--- src/hdl/ndd_pkg.sv ---
// Shared constants and types for the Newton divided-difference interpolator.
// No dependencies.
`default_nettype none
package ndd_pkg;
    localparam int MaxNodes = 16;
    localparam int IdxW = $clog2(MaxNodes);
    localparam int CntW = $clog2(MaxNodes + 1);

    localparam logic [1:0] ACT_APPEND = 2'd0;
    localparam logic [1:0] ACT_EVAL   = 2'd1;
    localparam logic [1:0] ACT_CLEAR  = 2'd2;

    localparam logic [1:0] ST_OK  = 2'd0;
    localparam logic [1:0] ST_DUP = 2'd1;
    localparam logic [1:0] ST_SAT = 2'd2;

    typedef struct packed {
        logic [1:0]         action;
        logic signed [31:0] node_x;
        logic signed [31:0] node_y;
        logic signed [31:0] query_point;
    } t_in;

    typedef struct packed {
        logic signed [31:0] value;
        logic [1:0]         status;
    } t_out;

    // Saturate a 64-bit value to 32 bits.
    function automatic logic signed [31:0] sat32(input logic signed [63:0] v);
        if (v > 64'sh7FFF_FFFF) return 32'sh7FFF_FFFF;
        if (v < -64'sh8000_0000) return 32'sh8000_0000;
        return v[31:0];
    endfunction

    function automatic logic ovf32(input logic signed [63:0] v);
        return (v > 64'sh7FFF_FFFF) || (v < -64'sh8000_0000);
    endfunction
endpackage
`default_nettype wire

--- src/hdl/ndd_div.sv ---
// Radix-2 restoring divider, signed, quotient truncated toward zero.
// Dividend up to 49 bits, divisor 33 bits. Uses ndd_pkg.
`default_nettype none
module ndd_div (
    input  wire logic               i_clk,
    input  wire logic               i_rst_n,
    input  wire logic               i_start,
    input  wire logic signed [48:0] i_num,
    input  wire logic signed [32:0] i_den,
    output logic                    o_done,
    output logic signed [48:0]      o_quot
);
    import ndd_pkg::*;
    logic [48:0] r_q;
    logic [33:0] r_rem;
    logic [32:0] r_d;
    logic        r_neg;
    logic [5:0]  r_cnt;
    logic        r_busy;
    logic [33:0] w_sh;
    logic [34:0] w_sub;

    assign w_sh  = {r_rem[32:0], r_q[48]};
    assign w_sub = {1'b0, w_sh} - {2'b0, r_d};

    always_ff @(posedge i_clk) begin
        if (!i_rst_n) begin
            r_busy <= 1'b0;
            o_done <= 1'b0;
        end else begin
            o_done <= 1'b0;
            if (i_start) begin
                r_busy <= 1'b1;
                r_cnt  <= 6'd49;
                r_q    <= i_num[48] ? 49'(-i_num) : i_num;
                r_d    <= i_den[32] ? 33'(-i_den) : i_den;
                r_neg  <= i_num[48] ^ i_den[32];
                r_rem  <= '0;
            end else if (r_busy) begin
                if (w_sub[34]) begin
                    r_rem <= w_sh;
                    r_q   <= {r_q[47:0], 1'b0};
                end else begin
                    r_rem <= w_sub[33:0];
                    r_q   <= {r_q[47:0], 1'b1};
                end
                r_cnt <= r_cnt - 6'd1;
                if (r_cnt == 6'd1) begin
                    r_busy <= 1'b0;
                    o_done <= 1'b1;
                end
            end
        end
    end
    assign o_quot = r_neg ? 49'(-r_q) : r_q;
endmodule
`default_nettype wire
--- config.mk ---
export PLATFORM = sky130hd
export DESIGN_NAME = ndd_div
export DESIGN_NICKNAME = d
export VERILOG_FILES = /design/src/hdl/ndd_pkg.sv /design/src/hdl/ndd_div.sv
export SDC_FILE = /design/constraint.sdc
export NUM_CORES = 1
export LEC_CHECK = 0
export ABC_AREA = 1
export BUFFER_PORTS_ARGS = -buffer_cell sky130_fd_sc_hd__buf_4
export CAP_MARGIN = 20
export CORE_MARGIN = 2
export CORE_UTILIZATION = 25
export DETAILED_ROUTE_END_ITERATION = 16
export GPL_TIMING_DRIVEN = 0
export PLACE_DENSITY = 0.51
export SYNTH_ARGS = -nofsm -noshare
export SYNTH_HDL_FRONTEND = slang
export SYNTH_SLANG_ARGS = --single-unit
export TNS_END_PERCENT = 20
--- constraint.sdc ---
create_clock -name i_clk -period 2.95 [get_ports i_clk]
set_input_delay 0.4425 -clock i_clk [delete_from_list [all_inputs] [get_ports i_clk]]
set_output_delay 0.4425 -clock i_clk [all_outputs]
set_load 0.005 [all_outputs]
==> flow_metrics.tcl, run 1 <==
set metrics [dict create \
    status "finished, final reports clean" \
    synth_area_leaders "edfxtp_1 31%, nand2_1 18%, inv_1 9.5%" \
    dr.pass1.iters 5 \
    grt_pass1_vias 11511 \
    ys_seq_area_frac 0.312 \
    fin_skew_ps 15.8 \
    routed_wl_um 43500 \
    fmax_ghz 0.344 \
    grt_max_degree 49 \
    clk_pin_slew_ps 60 \
    io_pins 135 \
    ctsHoldBuffers 0 \
    cp-startpoint "r_q[1]$_DFFE_PP_" \
    hold_class "input port to flip-flop" \
    grt_pass1_wl_um 67100 \
    async_flop_share 0 \
    cp.arrival_ps 2460 \
    cts_root_buffer "clkbuf_16" \
    synth.distinct_cells 49 \
    antenna_found_initial 1 \
    die_y_um 222 \
    drv_slew 0 \
    startpoint_type "flip-flop" \
    clkSinkCount 124 \
    finalSetupViolations 0 \
    dp_slack_ps 87.8 \
    drive_gt1_frac 0.143 \
    cap_violations 0 \
    slowest_delay_ps 420 \
    final_common_cell "nand2_1" \
    cts_tree "yes" \
    cp_slowest_cell "edfxtp_1" \
    nets 2118 \
    min_period_ps 2910 \
    period_share 0.985 \
    grtUsageTotal 0.177 \
    setup_tns_ps 0 \
    layout_setup_ws_ps 43.6 \
    placementRows 79 \
    nFillCells 5185 \
    crit_chain "inv_2 -> ha_4 -> inv_2 -> nor3_4 -> nand2_2 -> nor2_4 -> nand4_1 -> o21ai_4 -> nand2_2 -> xor2_1 -> buf_4" \
    synth_top_area_frac 0.308 \
    synth_largest_area_cell "edfxtp_1" \
    synth_nets 1945 \
    end_kind "output pin" \
    irDropWorstVdd_v 0.000370 \
    vias 11968 \
    cellPowerDensity_mw_per_mm2 493 \
    path_class "flip-flop to output pin" \
    start_util 0.254 \
    yosys_warnings 0 \
    synthFlopType "edfxtp_1" \
    cts_inserted_buffers 17 \
    area_growth_pct 22.3 \
    synth_seq_cells 124 \
    layout_common_cells "580 x nand2_1, 296 x inv_1, 202 x nor2_1" \
    n_antenna_cell 0 \
    finalHoldViolations 0 \
    grt_overflow 0 \
    slew_headroom 0.496 \
    worstSkewPairLatency_ps 440 \
    clockBufferDepth 2 \
    finalPower_w 0.00716 \
    wire_per_inst_um 16.6 \
    cp.required_ps 2510 \
    syn-instance-count 1821 \
    synth_edf_count 122 \
    viasPerCell 4.58 \
    globalplace.congestion 0.912 \
    worst_slew_pin_slew_ps 757 \
    rsz0062_at_grt "yes" \
    io_buffers 133 \
    synthesis.area_mm2 0.0119 \
    critPathMaxFanout 4 \
    core_area_mm2 0.0468 \
    final_antenna_net_count 0 \
    drtIter0Drc 1166 \
    drc 0 \
    syn_avg_cell_area_um2 6.52 \
    min_from "i_den[0]" \
    p_leak_nw 7.11 \
    dp_hpwl_um 35900 \
    r2r_start "r_q[48]$_DFFE_PP_" \
    htreeDepth 4 \
    dieWidth_um 222 \
    die-area_mm2 0.0493 \
]
power breakdown:
part	internal [W]	switching (W)
sequential	0.00220	0.000137
clock	0.00117	0.000924
combinational	0.000998	0.00173
layer usage:
layer  global-route usage  wire [um]
met5                    0          0
met4               0.0412        719
met3               0.0219       2110
met2                0.277      19200
met1                0.258      21500
flip-flops by register name, summed over array words and instances, names as in the netlist:
signal	cells
r_cnt	6
r_q	49
r_d	33
r_rem	33
r_neg	1
o_done	1
r_busy	1
path summary, 6_finish.rpt:
| check | slack, ps | to | depth (start not counted) |
|---|---|---|---|
| worst min-delay path | 200 | r_d[0]$_DFFE_PP_ | 1 |
| worst max-delay path | 40 | o_quot[36] | 11 |
| worst max register to register | 290 | r_rem[22]$_SDFFCE_PP0P_ | 14 |
| worst min register to register | 520 | o_done$_SDFF_PP0_ | 2 |
area by class of cell:
class | instances | area (um2) | share of cell area
Multi-Input combinational cell | 1353 | 6940 | 0.478
Sequential cell | 124 | 3700 | 0.255
Timing Repair Buffer | 154 | 1200 | 0.0823
Inverter | 307 | 1160 | 0.0800
Tap cell | 607 | 759 | 0.0523
Clock buffer | 17 | 425 | 0.0293
Buffer | 37 | 201 | 0.0139
Clock inverter | 15 | 140 | 0.00965
timing repair:
item / in CTS / in global routing
hold endpoints to repair: 0 / 0
pin swaps: 6 / 8
resized for setup: 11 / 31
setup buffers: 5 / 14
endpoints found under the setup margin: 33 / 32
through the flow:
stage / cell area (um2) / util / cells / hold WS [ps]
2_1_floorplan: 11900 / - / 1821 / 449
3_3_place_gp: 13600 / 0.292 / 2561 / 459
3_5_place_dp: 13700 / 0.293 / 2563 / 512
4_1_cts: 14300 / 0.306 / 2600 / 183
5_1_grt: 14500 / 0.311 / 2614 / 194
6_report: 14500 / 0.311 / 2614 / 202
critical path: cells and delay by family (launching register included):
kind	cells	cell delay [ps]
adders and majority gates	1	130
buffers and inverters	3	310
xor gates and xnor gates	1	180
and+or+nand+nor	5	740
DFF	1	420
AOI/OAI and AO/OA	1	260
cell usage after synthesis, types with 4 or more instances:
master,number
nor2_2,15
nor4_1,5
nand3_1,155
a21oi_1,22
edfxtp_1,122
nand4_1,40
and2_1,6
nand3b_1,23
nor2_1,213
o21ai_0,66
nor3_1,20
xnor2_1,19
o21ai_1,6
nand2_2,10
ha_1,38
inv_2,6
clkbuf_1,25
or2_2,7
buf_6,4
nand2_1,585
nor2_4,5
xor2_1,87
inv_1,300
buf_2,5
cells by family after synthesis:
logic type / after synthesis / synth area share
and+or+nand+nor: 1100 / 0.404
buffers and inverters: 344 / 0.114
DFF: 124 / 0.312
AOI/OAI and AO/OA: 108 / 0.0501
xor gates and xnor gates: 106 / 0.0782
adders and majority gates: 39 / 0.0417
Note: power is estimated with default switching activity, not from simulation.
==> run 2, diff against run 1 <==
- CELL_PAD_IN_SITES_DETAIL_PLACEMENT: unset -> 1
- CELL_PAD_IN_SITES_GLOBAL_PLACEMENT: unset -> 1
- PLACE_DENSITY: 0.51 -> 0.64
==> flow_metrics.tcl, run 2 (same netlist as run 1, synthesis figures left out) <==
set metrics [dict create \
    p_leak_nw 7.10 \
    io_pins 135 \
    placementRows 79 \
    grt_pass1_wl_um 73800 \
    rsz0062_at_grt "yes" \
    grtUsageTotal 0.195 \
    drtIter0Drc 682 \
    cellPowerDensity_mw_per_mm2 509 \
    slew_headroom 0.471 \
    wire_per_inst_um 18.5 \
    grt_pass1_vias 12567 \
    nFillCells 5944 \
    largest_register "r_q" \
    finalSetupViolations 0 \
    die_y_um 222 \
    die-area_mm2 0.0493 \
    grt_max_degree 60 \
    crit_family "buffers and inverters" \
    clk_pin_slew_ps 60 \
    clockBufferDepth 2 \
    fin_skew_ps 17.4 \
    finalHoldViolations 0 \
    p_seq_frac 0.317 \
    dp_hpwl_um 40200 \
    viasPerCell 4.73 \
    critPathMaxFanout 10 \
    routed_wl_um 48400 \
    io_buffers 133 \
    final_antenna_net_count 0 \
    path_class "flip-flop to output pin" \
    worstSkewPairLatency_ps 450 \
    p_clk_frac 0.295 \
    htreeDepth 4 \
    drive_gt1_frac 0.143 \
    p_int_w 0.00449 \
    core_area_mm2 0.0468 \
    cts_tree "yes" \
    cts_inserted_buffers 17 \
    fmax_ghz 0.348 \
    path_buf_inv 4 \
    p_switching_w 0.00291 \
    min_period_ps 2870 \
    period_share 0.974 \
    cts_root_buffer "clkbuf_16" \
    hold_class "input port to flip-flop" \
    crit_chain "clkbuf_2 -> inv_1 -> clkbuf_1 -> nor2_1 -> xor2_1 -> buf_4" \
    combPwrFrac 0.388 \
    dr.pass1.iters 5 \
    setup_tns_ps 0 \
    nets 2113 \
    antenna_found_initial 0 \
    reg_top3 "r_q x49, r_d x33, r_rem x33" \
    globalplace.congestion 0.898 \
    cp.arrival_ps 2430 \
    n_antenna_cell 0 \
    area_growth_pct 22.4 \
    final_common_cell "nand2_1" \
    end_kind "output pin" \
    layout_common_cells "579 x nand2_1, 294 x inv_1, 201 x nor2_1" \
    dieWidth_um 222 \
    grt_overflow 0 \
    largest_reg_flops 49 \
    irDropWorstVdd_v 0.000381 \
    drv_slew 0 \
    clkSinkCount 124 \
    startpoint_type "flip-flop" \
    drc 0 \
    cp.required_ps 2510 \
    status "finished, final reports clean" \
    start_util 0.254 \
    slowest_delay_ps 450 \
    p_sw_frac 0.393 \
    worst_slew_pin_slew_ps 794 \
    vias 12330 \
    cap_violations 0 \
    cp_slowest_cell "clkbuf_1" \
    finalPower_w 0.00739 \
]
==> run 2: power groups by stage <==
| stage | logic, W | registers (W) | clock network (W) |
|---|---|---|---|
| CTS | 0.00285 | 0.00234 | 0.00220 |
| detailed placement | 0.00281 | 0.00238 | 0 |
| global route | 0.00319 | 0.00237 | 0.00226 |
| floorplan | 0.00177 | 0.00232 | 0 |
| global placement | 0.00275 | 0.00238 | 0 |
| finish | 0.00287 | 0.00235 | 0.00218 |
==> run 2: worst paths after layout <==
kind | start | to | slack (ps) | cells past startpoint
max reg2reg | r_q[48]$_DFFE_PP_ | r_rem[29]$_SDFFCE_PP0P_ | 230 | 14
max | r_neg$_DFFE_PP_ | o_quot[4] | 80 | 6
min reg2reg | r_busy$_SDFF_PN0_ | o_done$_SDFF_PP0_ | 520 | 2
min | i_den[0] | r_d[0]$_DFFE_PP_ | 190 | 1
==> run 2: repair_timing <==
action | 4_1_cts | 5_1_grt
cloned | 0 | 0
gates resized for setup | 20 | 19
pin swaps | 5 | 7
hold buffers | 0 | 0
setup endpoints to repair | 22 | 26
setup buffers | 6 | 8
==> run 2: worst reg2reg max path: cells and delay by family, from the launching register on <==
family                     cells  cell delay [ps]
and+or+nand+nor                9             1130
buffers and inverters          3              300
DFF                            1              420
adders and majority gates      2              620
==> run 2: per-stage QoR <==
step           hold WS (ps)  cells  area (um2)  utilization  setup WS (ps)
2_1_floorplan           449   1821       11900            -            650
3_3_place_gp            459   2561       13600        0.292           -393
3_5_place_dp            517   2563       13700        0.293           86.0
4_1_cts                 172   2601       14400        0.308          -83.6
5_1_grt                 173   2609       14500        0.311          -49.8
6_report                189   2609       14500        0.311           77.8
==> run 2: metal layers <==
metal  vias up  GRT usage  routed length, um
met5         -          0                  0
met4         0     0.0560               1060
met3        49     0.0178               1570
met2       226      0.328              22700
met1      5969      0.267              23000
li1       6086          -                  -
==> run 2: layout make-up <==
class                      count  area (um2)  share of cell area
inverter                     307        1160              0.0798
clock buffer                  18         439              0.0302
multi-input combinational   1353        6950               0.478
timing repair buffer         149        1160              0.0797
tap                          607         759              0.0523
clock inverter                14         161              0.0111
buffer                        37         198              0.0136
sequential                   124        3700               0.255
==> run 3, diff against run 2 <==
- ABC_AREA: 1 -> unset
- PLACE_DENSITY: 0.64 -> 0.62
- SLEW_MARGIN: unset -> 20
==> flow_metrics.tcl, run 3 <==
set metrics [dict create \
    status "complete, but fails checks" \
    violations "negative setup slack" \
    crit_family "simple AND/OR/NAND/NOR gates" \
    antenna_found_initial 0 \
    r2r_start "r_q[48]$_DFFE_PP_" \
    clockBufferDepth 2 \
    final_common_cell "buf_4" \
    htreeDepth 4 \
    holdPathEnd "r_d[0]$_DFFE_PP_" \
    postLayoutCoreUtil 0.346 \
    cp-startpoint "r_q[14]$_DFFE_PP_" \
    yosys-top-cells-count "122 x edfxtp_1, 109 x a21oi_1, 102 x nand2_1, 97 x xnor2_1, 83 x nor2_1" \
    cts_inserted_buffers 17 \
    reg2reg_depth 16 \
    grtUsageTotal 0.155 \
    irDropWorstVdd_v 0.000412 \
    fin_cells 1642 \
    period_share 1.64 \
    slew_headroom 0.210 \
    synth.most_common_cell "edfxtp_1" \
    finalSetupViolations 71 \
    core_area_mm2 0.0357 \
    rsz0062_at_grt "yes" \
    nFillCells 4110 \
    wire_per_inst_um 18.2 \
    synth_seq_cells 124 \
    p_seq_frac 0.355 \
    fmax_ghz 0.207 \
    worst_slew_pin_slew_ps 1190 \
    largest_reg_flops 49 \
    path_buf_inv 1 \
    cellPowerDensity_mw_per_mm2 515 \
    worstReg2RegEnd "r_rem[18]$_SDFFCE_PP0P_" \
    cts_tree "yes" \
    combPwrFrac 0.286 \
    synth_largest_area_cell "edfxtp_1" \
    clk_pin_slew_ps 70 \
    fin_skew_ps 15.6 \
    yosys_warnings 0 \
    placementRows 69 \
    n_antenna_cell 0 \
    reg_top3 "r_q x49, r_d x33, r_rem x33" \
    die_y_um 195 \
    reg2reg_slack_ps -410 \
    drtIter0Drc 337 \
    async_flop_share 0 \
    dr.pass1.iters 4 \
    synth.distinct_cells 53 \
    ys_seq_area_frac 0.407 \
    drv_slew 0 \
    crit_chain "or4_4 -> or3_4 -> or3_4 -> or3_4 -> or4_4 -> or3_4 -> or4_4 -> o41ai_4 -> xnor2_1 -> buf_4" \
    vias 8191 \
    synth_edf_count 122 \
    cts_root_buffer "clkbuf_16" \
    syn_avg_cell_area_um2 9.15 \
    finalHoldViolations 0 \
    path_class "flip-flop to output pin" \
    hold_class "input port to flip-flop" \
    largest_register "r_q" \
    synthFlopType "edfxtp_1" \
    start_util 0.255 \
    globalplace.congestion 0.789 \
    cp.arrival_ps 4380 \
    nets 1292 \
    cap_violations 0 \
    drc 0 \
    layout_common_cells "147 x buf_4, 122 x edfxtp_1, 104 x a21oi_1" \
    grt_pass1_wl_um 46600 \
    p_switching_w 0.00199 \
    min_period_ps 4820 \
    cp_common_cell "or3_4" \
    p_leak_nw 4.64 \
    grt_max_degree 34 \
    worstSkewPairLatency_ps 430 \
    synth_nets 1119 \
    critPathMaxFanout 6 \
    ctsHoldBuffers 0 \
    clkSinkCount 124 \
    p_clk_frac 0.358 \
    synth_top_area_frac 0.402 \
    dp_slack_ps -1600 \
    hold_depth 1 \
    viasPerCell 4.99 \
    placedCellCount 1591 \
    grt_pass1_vias 8284 \
    io_buffers 132 \
    startpoint_type "flip-flop" \
    end_kind "output pin" \
    dp_hpwl_um 22200 \
    cp.required_ps 2510 \
    drive_gt1_frac 0.264 \
    min_from "i_den[0]" \
    slowest_delay_ps 550 \
    layout_setup_ws_ps -1870 \
    p_int_w 0.00438 \
    final_antenna_net_count 0 \
    die-area_mm2 0.0380 \
    synth_area_leaders "edfxtp_1 40%, xnor2_1 9.3%, a21oi_1 6.0%" \
    io_pins 135 \
    p_sw_frac 0.312 \
    grt_overflow 0 \
    syn-instance-count 995 \
    cp_slowest_cell "or4_4" \
    area_growth_pct 35.9 \
    routed_wl_um 29900 \
    dieWidth_um 195 \
    synthesis.area_mm2 0.00911 \
]
[run 3: metal layers]
layer	vias to the layer above	track usage	wire, um
met3	21	0.0224	1270
li1	3975	-	-
met5	-	0	0
met2	174	0.274	14700
met1	4021	0.200	13600
met4	0	0.0348	338
[run 3: final cells by class]
class                           instances  area, um2  share of cell area
Multi-Input combinational cell        777       5770               0.466
Tap cell                              461        577              0.0466
Clock inverter                         15        196              0.0159
Clock buffer                           17        425              0.0344
Sequential cell                       124       3700               0.299
Inverter                               50        188              0.0152
Timing Repair Buffer                  155       1230              0.0992
Buffer                                 43        284              0.0230
[run 3: worst max-delay path by stage]
stage                         to  depth (start not counted)
3_5_place_dp          o_quot[48]                         11
5_1_grt               o_quot[44]                         10
2_1_floorplan         o_quot[41]                          9
3_3_place_gp   r_q[15]$_DFFE_PP_                          2
4_1_cts               o_quot[44]                         11
6_report              o_quot[44]                         10
[run 3: what timing repair did]
action	4_1_cts	5_1_grt
gates resized for setup	82	53
setup endpoints to repair	97	99
buffers inserted	14	6
pin swaps	24	19
endpoints found under the hold margin	0	0
[run 3: worst register-to-register path, delay by kind of cell, from the launching register on]
| kind | cells | cell delay, ps |
|---|---|---|
| compound gates | 6 | 1250 |
| fa+ha+maj | 2 | 510 |
| simple gates | 4 | 500 |
| flops | 1 | 490 |
| buf+inv | 4 | 450 |
[run 3: kinds of logic after synthesis]
group,synth area share
buf+inv,0.0393
mux,0.00110
compound gates,0.185
fa+ha+maj,0.0544
simple gates,0.166
flops,0.407
xor+xnor,0.147
[run 3: stage by stage]
stage / power [W] / TNS [ps] / hold slack (ps) / cell area [um2]
after detailed placement: 0.00396 / -75160 / 442 / 11000
after CTS: 0.00638 / -54120 / 211 / 12100
after floorplan: 0.00333 / -49900 / 415 / 9340
final: 0.00637 / -52160 / 226 / 12400
after global placement: 0.00393 / -238070 / 429 / 10900
after global routing: 0.00669 / -61310 / 213 / 12400
[run 3: power by group through the flow]
stage          logic (W)  clock network [W]  registers [W]
3_3_place_gp     0.00164                  0        0.00229
3_5_place_dp     0.00168                  0        0.00228
4_1_cts          0.00179            0.00233        0.00225
2_1_floorplan    0.00108                  0        0.00225
6_report         0.00182            0.00228        0.00226
5_1_grt          0.00202            0.00239        0.00228
